$ cat config.mk
export PLATFORM = sky130hd
export DESIGN_NAME = double_to_hex_float_text_top_flat
export DESIGN_NICKNAME = d
export VERILOG_FILES = /design/src/rtl/dhf_pkg.sv /design/src/rtl/dhf_if.sv /design/src/rtl/double_to_hex_float_text_top.sv /design/src/rtl/dhf_bcd.sv /design/src/flat_wrapper.sv
export SDC_FILE = /design/constraint.sdc
export NUM_CORES = 1
export LEC_CHECK = 0
export ABC_AREA = 1
export BUFFER_PORTS_ARGS = -buffer_cell sky130_fd_sc_hd__buf_4
export CAP_MARGIN = 20
export CORE_MARGIN = 4
export CORE_UTILIZATION = 40
export DETAILED_ROUTE_END_ITERATION = 12
export GPL_TIMING_DRIVEN = 0
export PLACE_DENSITY = 0.69
export SLEW_MARGIN = 20
export SYNTH_ARGS = -nofsm -noshare
export SYNTH_HDL_FRONTEND = slang
export SYNTH_SLANG_ARGS = --single-unit
$ cat constraint.sdc
create_clock -name i_clk -period 7.74 [get_ports i_clk]
set_input_delay 1.548 -clock i_clk [delete_from_list [all_inputs] [get_ports i_clk]]
set_output_delay 1.548 -clock i_clk [all_outputs]
set_load 0.03 [all_outputs]
$ cat src/rtl/dhf_pkg.sv
// Shared constants and character helpers for the double to hex-float text block.
package dhf_pkg;

    localparam int VALUE_W = 64;
    localparam int EXP_W   = 11;
    localparam int FRAC_W  = 52;
    localparam int MAG_W   = 11;
    localparam int BCD_W   = 16;
    localparam int CHAR_W  = 8;

    localparam logic [EXP_W-1:0] EXP_ALL_ONES = 11'h7FF;
    localparam logic [EXP_W-1:0] EXP_BIAS     = 11'd1023;
    localparam logic [MAG_W-1:0] SUBN_BASE    = 11'd1022;

    localparam logic [CHAR_W-1:0] CH_0     = 8'h30;
    localparam logic [CHAR_W-1:0] CH_1     = 8'h31;
    localparam logic [CHAR_W-1:0] CH_MINUS = 8'h2D;
    localparam logic [CHAR_W-1:0] CH_PLUS  = 8'h2B;
    localparam logic [CHAR_W-1:0] CH_DOT   = 8'h2E;
    localparam logic [CHAR_W-1:0] CH_A     = 8'h61;
    localparam logic [CHAR_W-1:0] CH_F     = 8'h66;
    localparam logic [CHAR_W-1:0] CH_I     = 8'h69;
    localparam logic [CHAR_W-1:0] CH_N     = 8'h6E;
    localparam logic [CHAR_W-1:0] CH_P     = 8'h70;
    localparam logic [CHAR_W-1:0] CH_X     = 8'h78;
    localparam logic [CHAR_W-1:0] CASE_MASK = 8'hDF;
    localparam logic [CHAR_W-1:0] UPPER_A   = 8'h41;

    function automatic logic [CHAR_W-1:0] letter(logic [CHAR_W-1:0] c, logic up);
        return up ? (c & CASE_MASK) : c;
    endfunction

    function automatic logic [CHAR_W-1:0] hex_char(logic [3:0] nib, logic up);
        logic [CHAR_W-1:0] base;
        base = up ? UPPER_A : CH_A;
        if (nib < 4'd10) begin
            return CH_0 + {4'b0, nib};
        end
        return base + {4'b0, nib} - 8'd10;
    endfunction

endpackage

$ cat src/rtl/dhf_if.sv
// Valid/ready channel interfaces for the input values and the output characters.
interface dhf_in_if;
    logic                         valid;
    logic                         ready;
    logic [dhf_pkg::VALUE_W-1:0]  value_bits;
    logic                         upper_case;

    modport source (output valid, output value_bits, output upper_case, input ready);
    modport sink   (input valid, input value_bits, input upper_case, output ready);
endinterface

interface dhf_out_if;
    logic                         valid;
    logic                         ready;
    logic [dhf_pkg::CHAR_W-1:0]   char_code;
    logic                         last_char;

    modport source (output valid, output char_code, output last_char, input ready);
    modport sink   (input valid, input char_code, input last_char, output ready);
endinterface

$ cat src/rtl/double_to_hex_float_text_top.sv
// Top level: renders an IEEE-754 double as hex-float text, one character per transfer.
//
// One value is taken per transfer, and the block is busy until its last character has
// been handed to the output register. Infinity and NaN give 3 or 4 characters, zero
// 6 or 7, and these go from the transfer straight to the emitter. A normal number
// first passes through the bit-serial exponent to decimal converter (11 shifts plus
// start and handoff), then emits 8 to 24 characters at one per cycle while the output
// is not stalled. A subnormal number is first normalized by the one-bit shifter, one
// place per step, for a shift of s places (s from 1 to 52). Output stalls simply hold the emitter.
module double_to_hex_float_text_top (
    input  logic  i_clk,
    input  logic  i_rst_n,
    dhf_in_if.sink    i_in,
    dhf_out_if.source o_out
);
    import dhf_pkg::*;

    localparam logic [2:0] ST_IDLE = 3'd0;
    localparam logic [2:0] ST_NORM = 3'd1;
    localparam logic [2:0] ST_CONV = 3'd2;
    localparam logic [2:0] ST_WAIT = 3'd3;
    localparam logic [2:0] ST_EMIT = 3'd4;

    localparam logic [3:0] PH_SIGN  = 4'd0;
    localparam logic [3:0] PH_W0    = 4'd1;
    localparam logic [3:0] PH_W1    = 4'd2;
    localparam logic [3:0] PH_W2    = 4'd3;
    localparam logic [3:0] PH_0     = 4'd4;
    localparam logic [3:0] PH_X     = 4'd5;
    localparam logic [3:0] PH_Z0    = 4'd6;
    localparam logic [3:0] PH_ONE   = 4'd7;
    localparam logic [3:0] PH_DOT   = 4'd8;
    localparam logic [3:0] PH_FRAC  = 4'd9;
    localparam logic [3:0] PH_P     = 4'd10;
    localparam logic [3:0] PH_ESIGN = 4'd11;
    localparam logic [3:0] PH_EDIG  = 4'd12;

    localparam int SHIFT_W = $clog2(FRAC_W + 1);

    logic [2:0]          r_state;
    logic [3:0]          r_ph, n_ph;
    logic                r_neg, r_up, r_special, r_nan, r_zero, r_eneg;
    logic [FRAC_W:0]     r_frac;
    logic [SHIFT_W-1:0]  r_shift;
    logic [MAG_W-1:0]    r_mag;
    logic [BCD_W-1:0]    r_bcd;
    logic [2:0]          r_ndig, n_ndig;
    logic                r_out_valid;
    logic [CHAR_W-1:0]   r_char, ch;
    logic                r_last, last;

    logic                accept, emit, bcd_start, bcd_done;
    logic [BCD_W-1:0]    bcd_val;
    logic [EXP_W-1:0]    in_exp;
    logic [FRAC_W-1:0]   in_frac;

    assign in_exp  = i_in.value_bits[VALUE_W-2 -: EXP_W];
    assign in_frac = i_in.value_bits[FRAC_W-1:0];

    assign i_in.ready = (r_state == ST_IDLE);
    assign accept     = i_in.valid && i_in.ready;
    assign emit       = (r_state == ST_EMIT) && (!r_out_valid || o_out.ready);
    assign bcd_start  = (r_state == ST_CONV);

    dhf_bcd u_bcd (
        .i_clk   (i_clk),
        .i_rst_n (i_rst_n),
        .i_start (bcd_start),
        .i_bin   (r_mag),
        .o_done  (bcd_done),
        .o_bcd   (bcd_val)
    );

    always_comb begin
        if (r_mag >= 11'd1000) begin
            n_ndig = 3'd4;
        end else if (r_mag >= 11'd100) begin
            n_ndig = 3'd3;
        end else if (r_mag >= 11'd10) begin
            n_ndig = 3'd2;
        end else begin
            n_ndig = 3'd1;
        end
    end

    always_comb begin
        ch   = CH_0;
        last = 1'b0;
        n_ph = r_ph;
        case (r_ph)
            PH_SIGN: begin
                ch   = CH_MINUS;
                n_ph = r_special ? PH_W0 : PH_0;
            end
            PH_W0: begin
                ch   = letter(r_nan ? CH_N : CH_I, r_up);
                n_ph = PH_W1;
            end
            PH_W1: begin
                ch   = letter(r_nan ? CH_A : CH_N, r_up);
                n_ph = PH_W2;
            end
            PH_W2: begin
                ch   = letter(r_nan ? CH_N : CH_F, r_up);
                last = 1'b1;
            end
            PH_0: begin
                ch   = CH_0;
                n_ph = PH_X;
            end
            PH_X: begin
                ch   = letter(CH_X, r_up);
                n_ph = r_zero ? PH_Z0 : PH_ONE;
            end
            PH_Z0: begin
                ch   = CH_0;
                n_ph = PH_P;
            end
            PH_ONE: begin
                ch   = CH_1;
                n_ph = PH_DOT;
            end
            PH_DOT: begin
                ch   = CH_DOT;
                n_ph = PH_FRAC;
            end
            PH_FRAC: begin
                if (r_frac[FRAC_W-1:0] == '0) begin
                    ch   = CH_0;
                    n_ph = PH_P;
                end else begin
                    ch   = hex_char(r_frac[FRAC_W-1 -: 4], r_up);
                    n_ph = (r_frac[FRAC_W-5:0] == '0) ? PH_P : PH_FRAC;
                end
            end
            PH_P: begin
                ch   = letter(CH_P, r_up);
                n_ph = PH_ESIGN;
            end
            PH_ESIGN: begin
                ch   = r_eneg ? CH_MINUS : CH_PLUS;
                n_ph = PH_EDIG;
            end
            PH_EDIG: begin
                ch   = hex_char(r_bcd[BCD_W-1 -: 4], 1'b0);
                last = (r_ndig == 3'd1);
            end
            default: begin
                ch   = CH_0;
                last = 1'b1;
            end
        endcase
    end

    always_ff @(posedge i_clk) begin
        if (!i_rst_n) begin
            r_state     <= ST_IDLE;
            r_out_valid <= 1'b0;
        end else begin
            if (emit) begin
                r_out_valid <= 1'b1;
            end else if (o_out.ready) begin
                r_out_valid <= 1'b0;
            end
            case (r_state)
                ST_IDLE: begin
                    if (accept) begin
                        if (in_exp == EXP_ALL_ONES || (in_exp == '0 && in_frac == '0)) begin
                            r_state <= ST_EMIT;
                        end else if (in_exp == '0) begin
                            r_state <= ST_NORM;
                        end else begin
                            r_state <= ST_CONV;
                        end
                    end
                end
                ST_NORM: begin
                    if (r_frac[FRAC_W]) begin
                        r_state <= ST_CONV;
                    end
                end
                ST_CONV: begin
                    r_state <= ST_WAIT;
                end
                ST_WAIT: begin
                    if (bcd_done) begin
                        r_state <= ST_EMIT;
                    end
                end
                ST_EMIT: begin
                    if (emit && last) begin
                        r_state <= ST_IDLE;
                    end
                end
                default: begin
                    r_state <= ST_IDLE;
                end
            endcase
        end
    end

    always_ff @(posedge i_clk) begin
        if (emit) begin
            r_char <= ch;
            r_last <= last;
            r_ph   <= n_ph;
            if (r_ph == PH_FRAC) begin
                r_frac <= {r_frac[FRAC_W-4:0], 4'b0};
            end
            if (r_ph == PH_EDIG) begin
                r_bcd  <= {r_bcd[BCD_W-5:0], 4'b0};
                r_ndig <= r_ndig - 1'b1;
            end
        end
        case (r_state)
            ST_IDLE: begin
                r_neg     <= i_in.value_bits[VALUE_W-1];
                r_up      <= i_in.upper_case;
                r_frac    <= {1'b0, in_frac};
                r_special <= (in_exp == EXP_ALL_ONES);
                r_nan     <= (in_frac != '0);
                r_zero    <= (in_exp == '0) && (in_frac == '0);
                r_shift   <= '0;
                r_bcd     <= '0;
                r_ndig    <= 3'd1;
                r_eneg    <= (in_exp < EXP_BIAS) && (in_exp != '0 || in_frac != '0);
                r_mag     <= (in_exp < EXP_BIAS) ? EXP_BIAS - in_exp : in_exp - EXP_BIAS;
                if (i_in.value_bits[VALUE_W-1]) begin
                    r_ph <= PH_SIGN;
                end else if (in_exp == EXP_ALL_ONES) begin
                    r_ph <= PH_W0;
                end else begin
                    r_ph <= PH_0;
                end
            end
            ST_NORM: begin
                if (r_frac[FRAC_W]) begin
                    r_mag <= SUBN_BASE + MAG_W'(r_shift);
                end else begin
                    r_frac  <= {r_frac[FRAC_W-1:0], 1'b0};
                    r_shift <= r_shift + 1'b1;
                end
            end
            ST_WAIT: begin
                r_ndig <= n_ndig;
                case (n_ndig)
                    3'd1:    r_bcd <= {bcd_val[3:0], 12'b0};
                    3'd2:    r_bcd <= {bcd_val[7:0], 8'b0};
                    3'd3:    r_bcd <= {bcd_val[11:0], 4'b0};
                    default: r_bcd <= bcd_val;
                endcase
            end
            default: begin
            end
        endcase
    end

    assign o_out.valid     = r_out_valid;
    assign o_out.char_code = r_char;
    assign o_out.last_char = r_last;

    a_norm_nonzero: assert property (@(posedge i_clk) disable iff (!i_rst_n)
        (r_state == ST_NORM) |-> (r_frac != '0))
        else $error("normalization entered with a zero fraction");

    a_shift_range: assert property (@(posedge i_clk) disable iff (!i_rst_n)
        (r_state == ST_NORM) |-> (r_shift <= SHIFT_W'(FRAC_W)))
        else $error("normalization shift out of range");

    a_last_ends: assert property (@(posedge i_clk) disable iff (!i_rst_n)
        (emit && last) |=> (r_state == ST_IDLE && o_out.last_char && o_out.valid))
        else $error("final character did not end the item");

    a_ndig_range: assert property (@(posedge i_clk) disable iff (!i_rst_n)
        (r_state == ST_EMIT && r_ph == PH_EDIG) |-> (r_ndig != 3'd0 && r_ndig <= 3'd4))
        else $error("exponent digit count out of range");

endmodule

$ cat src/rtl/dhf_bcd.sv
// Iterative binary to BCD converter (shift and add-3, one bit per cycle).
module dhf_bcd (
    input  logic                        i_clk,
    input  logic                        i_rst_n,
    input  logic                        i_start,
    input  logic [dhf_pkg::MAG_W-1:0]   i_bin,
    output logic                        o_done,
    output logic [dhf_pkg::BCD_W-1:0]   o_bcd
);
    import dhf_pkg::*;

    localparam int SH_W  = BCD_W + MAG_W;
    localparam int CNT_W = $clog2(MAG_W + 1);
    localparam int NDIG  = BCD_W / 4;

    logic [SH_W-1:0]  r_sh, n_sh;
    logic [CNT_W-1:0] r_cnt;
    logic             r_busy;
    logic             r_done;
    logic [BCD_W-1:0] adj;

    always_comb begin
        for (int k = 0; k < NDIG; k++) begin
            adj[4*k +: 4] = (r_sh[MAG_W + 4*k +: 4] >= 4'd5) ?
                            r_sh[MAG_W + 4*k +: 4] + 4'd3 : r_sh[MAG_W + 4*k +: 4];
        end
        n_sh = {adj[BCD_W-2:0], r_sh[MAG_W-1:0], 1'b0};
    end

    always_ff @(posedge i_clk) begin
        if (!i_rst_n) begin
            r_busy <= 1'b0;
            r_done <= 1'b0;
            r_cnt  <= '0;
        end else begin
            r_done <= r_busy && !i_start && (r_cnt == CNT_W'(1));
            if (i_start) begin
                r_sh   <= {{BCD_W{1'b0}}, i_bin};
                r_cnt  <= CNT_W'(MAG_W);
                r_busy <= 1'b1;
            end else if (r_busy) begin
                r_sh  <= n_sh;
                r_cnt <= r_cnt - 1'b1;
                if (r_cnt == CNT_W'(1)) begin
                    r_busy <= 1'b0;
                end
            end
        end
    end

    assign o_done = r_done;
    assign o_bcd  = r_sh[SH_W-1 -: BCD_W];

endmodule

$ cat src/flat_wrapper.sv
// flat-port wrapper written by rule: the top's interface ports become plain ports
module double_to_hex_float_text_top_flat import dhf_pkg::*;
  (i_clk, i_rst_n, i_in_valid, i_in_value_bits, i_in_upper_case, i_in_ready, o_out_valid, o_out_char_code, o_out_last_char, o_out_ready);
  dhf_in_if i_in_i ();
  dhf_out_if o_out_i ();
  input  logic i_clk;
  input  logic i_rst_n;
  input wire logic [$bits(i_in_i.valid)-1:0] i_in_valid;
  input wire logic [$bits(i_in_i.value_bits)-1:0] i_in_value_bits;
  input wire logic [$bits(i_in_i.upper_case)-1:0] i_in_upper_case;
  output wire logic [$bits(i_in_i.ready)-1:0] i_in_ready;
  output wire logic [$bits(o_out_i.valid)-1:0] o_out_valid;
  output wire logic [$bits(o_out_i.char_code)-1:0] o_out_char_code;
  output wire logic [$bits(o_out_i.last_char)-1:0] o_out_last_char;
  input wire logic [$bits(o_out_i.ready)-1:0] o_out_ready;
  assign i_in_i.valid = i_in_valid;
  assign i_in_i.value_bits = i_in_value_bits;
  assign i_in_i.upper_case = i_in_upper_case;
  assign i_in_ready = i_in_i.ready;
  assign o_out_valid = o_out_i.valid;
  assign o_out_char_code = o_out_i.char_code;
  assign o_out_last_char = o_out_i.last_char;
  assign o_out_i.ready = o_out_ready;
  double_to_hex_float_text_top u_core (.i_clk(i_clk), .i_rst_n(i_rst_n), .i_in(i_in_i), .o_out(o_out_i));
endmodule
======== Yosys cells after proc, flatten, opt, wreduce, memory -nomap -nowiden ========
Index checks and enable logic that the tools add are counted.
operators by class
  bitwise gates (word level) .............. 1
  reductions and logical operators ........ 35
  equal/unequal tests ..................... 27
  add/subtract/negate cells ............... 16
  mux-type cells .......................... 70
  magnitude comparators ................... 10
operator list
  kind                                                               number
  two-way mux 53 bit                                                 3
  one-hot mux 53 bit (2 select lines)                                1
  zero test 52 bit                                                   2
  one-hot mux 8 bit (11 select lines)                                1
  nonzero test 52 bit                                                1
  zero test 48 bit                                                   1
  one-hot mux 16 bit (3 select lines)                                1
  two-way mux 4 bit                                                  11
  one-hot mux 4 bit (11 select lines)                                1
  two-way mux 6 bit                                                  7
  two-way mux 8 bit                                                  5
  two-way mux 3 bit                                                  13
  two-way mux 11 bit                                                 3
  two-way mux 16 bit                                                 2
  one-hot mux 16 bit (2 select lines)                                1
  two-way mux 27 bit                                                 1
  one-hot mux 11 bit (2 select lines)                                1
  == test 4 bit, second input constant                               5
  == test 4 x 3 -> 1 bit, second input constant                      4
  greater-or-equal comparator 4 x 3 -> 1 bit, second input constant  4
  subtractor 8 x 4 -> 8 bit, second input constant                   2
  one-hot mux 3 bit (5 select lines)                                 1
  adder 6 x 4 -> 7 bit, first input constant                         2
  adder 4 x 2 -> 4 bit, second input constant                        3
  42 further kinds                                                   83
word-level totals
  bits in registers ....................... 144
  bits of input ports ..................... 69
  output and inout port bits .............. 11

======== Logic depth before layout (Yosys ltp) ========
  word-level depth ........................ 7
  gate-level depth with buffers ........... 10
  depth with buffers taken out ............ 10

======== Cells and area by module ========
Synthesis repeated with hierarchy kept, for this count alone.
second synthesis, totals
  cell total of the unflattened synthesis .. 1085
  area total of the unflattened synthesis .. 8443.1 sq um
modules (own cells, without submodules)
  module                        area an instance (sq um)  cells each  instances
  double_to_hex_float_text_top  6586.3                    873         1
  dhf_bcd                       1856.8                    212         1

======== Least setup slack after synthesis ========
Ideal clock, no wire load.
  kind .................................... in2reg
  from .................................... input o_out_ready
  to ...................................... register u_core.r_bcd[0] (enable)
  path slack .............................. 4186 ps
  stages .................................. 4
  data required time ...................... 7319 ps
  arrival time ............................ 3133 ps
  setup time .............................. 421 ps
  cell sequence ........................... inv_1 nand2_1 nand2_2 o21ai_0
between the ends
  word-level cells in the longest chain between the ends .. 4
RTL lines
  element                               line                                 source
  from (decl)                           flat_wrapper.sv:15                   input wire logic [$bits(o_out_i.ready)-1:0] o_out_ready;
  logical OR 1 bit                      double_to_hex_float_text_top.sv:62   assign emit = (r_state == ST_EMIT) && (!r_out_valid || o_out.ready);
  logical AND 1 bit                     double_to_hex_float_text_top.sv:62
  nonzero test 3 bit (no source line)   --
  AND reduction 2 bit (no source line)  --
  to (signal assigned)                  double_to_hex_float_text_top.sv:211  r_bcd <= {r_bcd[BCD_W-5:0], 4'b0};
  to (signal assigned)                  double_to_hex_float_text_top.sv:247  3'd1: r_bcd <= {bcd_val[3:0], 12'b0};
  to (signal assigned)                  double_to_hex_float_text_top.sv:248  3'd2: r_bcd <= {bcd_val[7:0], 8'b0};
  to (decl)                             double_to_hex_float_text_top.sv:46   logic [BCD_W-1:0] r_bcd;
No other way between the ends.
A chain may end at the register's enable or synchronous reset.

======== Worst setup path after layout ========
  from .................................... register u_core.r_state[2]
  to ...................................... output i_in_ready
between the ends
  word-level cells in the longest chain between the ends .. 1
RTL lines
  element                 line                                 source
  from (decl)             double_to_hex_float_text_top.sv:40   logic [2:0] r_state;
  from (signal assigned)  double_to_hex_float_text_top.sv:157  r_state <= ST_IDLE;
  from (signal assigned)  double_to_hex_float_text_top.sv:169  r_state <= ST_EMIT;
  from (signal assigned)  double_to_hex_float_text_top.sv:171  r_state <= ST_NORM;
  zero test 3 bit         double_to_hex_float_text_top.sv:60   assign i_in.ready = (r_state == ST_IDLE);
  to (decl)               flat_wrapper.sv:11                   output wire logic [$bits(i_in_i.ready)-1:0] i_in_ready;
No other way between the ends.

==> reports/metrics.yaml <==
post-synth-top-count-cell: "nand2_1"
max_cap_violations: 0
max-slew-margin-rel_pct: 31.38
fillers: 2015
fp.dieW_um: 151.4
dr.first_iter.drc_count: 827
finalSetupTns_ns: 0
seq_area_um2: 3664
cts_buffer_depth: 2
synth_top_area_cell: "edfxtp_1"
avgSynthCellArea_um2: 7.879
antenna_found_initial: 0
syn-num-nets: 1133
globalRouteOverflowTotal: 0
yosysTopAreaCellShare_pct: 29.21
num-nets-final: 1232
first_global_vias: 7137
switchingPower_uw: 1855
antenna_cells: 0
vias: 7671
cts_tree: "yes"
dieArea_um2: 22920
grt_pass1_wl_um: 36280
min_path_type: "register to register"
worstPathMaxFanout: 15
row_count: 52
hold_viol_final: 0
startpoint_type: "register"
finalCritPeriodShare_pct: 50.56
synthesis.area_um2: 8225
crit_required_ns: 6.19
total_leakage_power_uw: 0.004366
path_clk_slew_ns: 0.06
io_buffers: 78
hold_slack_ns: 0.4986
seq_power_share_pct: 35.8
yosys_most_used_dff: "edfxtp_1"
crit_path_end_kind: "output port"
netlist_instances: 1044
cpPeakStageDelay_ns: 0.81
dp.cells: 1394
drtPass1Iterations: 5
core_um2: 20230
fin_skew_ns: 0.007863
pre_cts_ws_ns: 4.277
synth-seq-cells: 143
yosysSeqAreaShare_pct: 44.54
setup_viol: 0
crit_chain: "inv_2, nand2_1, nor2_1, clkbuf_1, buf_4"
drive_gt1_share_pct: 14.62
wl_per_cell_um: 15.72
hold_buffers: 0
drtAntennaViolNets: 0
start_util_pct: 40.65
synthTopCellsByCount: "nand2_1 (243), inv_1 (145), nor2_1 (109), o21ai_0 (94), edfxtp_1 (80)"
multi_input_area_um2: 3820
cts-resized-gates: 0
io_pins: 80
numCtsBuffers: 17
root_buffer: "clkbuf_16"
p_int_uw: 2379
drv_slew: 0
power.density_nw_per_um2: 432.8
ys_top_cells_by_area: "edfxtp_1 (29%), dfxtp_1 (15%), nand2_1 (11%)"
peakVddDrop_uv: 207.5
yosysWarnings: 0
slowest_stage: "clkbuf_1"
grt_max_degree: 18
numClockSinks: 143
comb_power_share_pct: 45.5
synth-edff-count: 80
status: "completed"
async_flop_share_pct: 0
htree_levels: 4
clk_latency_ns: 0.43
via_per_inst: 5.379
ys_types: 49
dp_hpwl_um: 16700
instances_no_fill: 1426
place.gp.congestion: 0.9306
worst-r2r-setup-slack_ns: 5.45
worst_pin_slew_ns: 1.029
fp.dieH_um: 151.4
worstSetupPathType: "register to output port"
wl_um: 22420
post-route-util_pct: 48.34
syn_to_final_growth_pct: 18.92
cp_top_family: "buffers and inverters"
finalWorstSetupSlack_ns: 3.827
fmax_ghz: 0.2555
grt_setup_unrepaired: "no"
grt_usage_pct: 19.96
fin_crit_ns: 3.913
drc_errors: 0
post_cts_buffers: 0
crit_arrival_ns: 2.37
worst-path-buf-inv: 3
swShare_pct: 43.81
p_clk_share_pct: 18.7
==> flip-flops by register name, summed over array words and instances (netlist names), 3 cells and up <==
signal	count
u_core.r_state	3
u_core.r_bcd	16
u_core.r_shift	6
u_core.r_frac	53
u_core.r_ph	4
u_core.r_ndig	3
u_core.r_mag	11
u_core.u_bcd.r_sh	27
u_core.o_out.char_code	7
u_core.u_bcd.r_cnt	4
==> layout by cell type (no fill, tap or decap), types with 18 or more instances in the layout <==
| master | n |
|---|---|
| nand3_1 | 36 |
| o221ai_1 | 32 |
| o221ai_2 | 20 |
| clkbuf_1 | 18 |
| o21ai_1 | 22 |
| ha_1 | 20 |
| dfxtp_1 | 63 |
| inv_1 | 145 |
| a21oi_1 | 33 |
| buf_4 | 80 |
| clkbuf_16 | 19 |
| o21ai_0 | 92 |
| edfxtp_1 | 80 |
| nand2_1 | 243 |
| nor2_1 | 108 |
| nand4_1 | 23 |
==> power groups by stage <==
| stage | Sequential (uW) | Clock [uW] | Combinational (uW) |
|---|---|---|---|
| global placement | 1520 | 0 | 1830 |
| finish | 1510 | 794 | 1930 |
| CTS | 1500 | 802 | 1910 |
| detailed placement | 1520 | 0 | 1890 |
| global route | 1550 | 841 | 2170 |
| floorplan | 1450 | 0 | 1380 |
==> worst register-to-register path, delay by kind of cell, from the launching register on <==
family                 cells  cell delay, ns
AOI/OAI and AO/OA          1            0.80
buffers and inverters      2            0.45
DFF                        1            0.38
and+or+nand+nor            1            0.28
==> final cells by class <==
class	count	share of cell area [%]
tap	270	3.454
sequential	143	37.45
clock inverter	10	0.7291
multi-input combinational	714	39.05
timing repair buffer	80	6.421
buffer	35	1.855
clock buffer	22	5.193
inverter	152	5.845
==> final timing paths <==
path | from | to | depth (start not counted)
worst min register to register | u_core.u_bcd.r_cnt[2] | u_core.u_bcd.r_cnt[2] | 2
worst max-delay path | u_core.r_state[2] | i_in_ready | 5
worst min-delay path | u_core.u_bcd.r_cnt[2] | u_core.u_bcd.r_cnt[2] | 2
worst max register to register | u_core.r_state[0] | u_core.r_mag[5] | 4
==> cell families (layout without fill, tap and decap cells) <==
group,after synthesis,count (layout),synth area share [%]
buf+inv,187,299,9.157
fa+ha+maj,20,20,3.042
other cells,1,1,0.04559
compound gates,231,231,18.83
xor+xnor,10,10,1.065
simple gates,452,452,23.32
flops,143,143,44.54
==> layer usage <==
| layer | vias up | routed length [um] | GRT usage [%] | share of wire (%) |
|---|---|---|---|---|
| li1 | 3771 | - | - | - |
| met1 | 3560 | 10360 | 28.76 | 46 |
| met2 | 310 | 10140 | 30.30 | 45 |
| met3 | 30 | 1577 | 3.710 | 7.0 |
| met4 | 0 | 354 | 6.301 | 1.6 |
| met5 | - | 0 | 0 | 0 |
==> through the flow <==
step | total power (uW) | instance area [um^2]
floorplan | 2832 | 8225
global placement | 3346 | 9149
detailed placement | 3408 | 9203
CTS | 4217 | 9782
global route | 4560 | 9782
finish | 4233 | 9782
No activity file was read; power rests on OpenSTA's default activity.
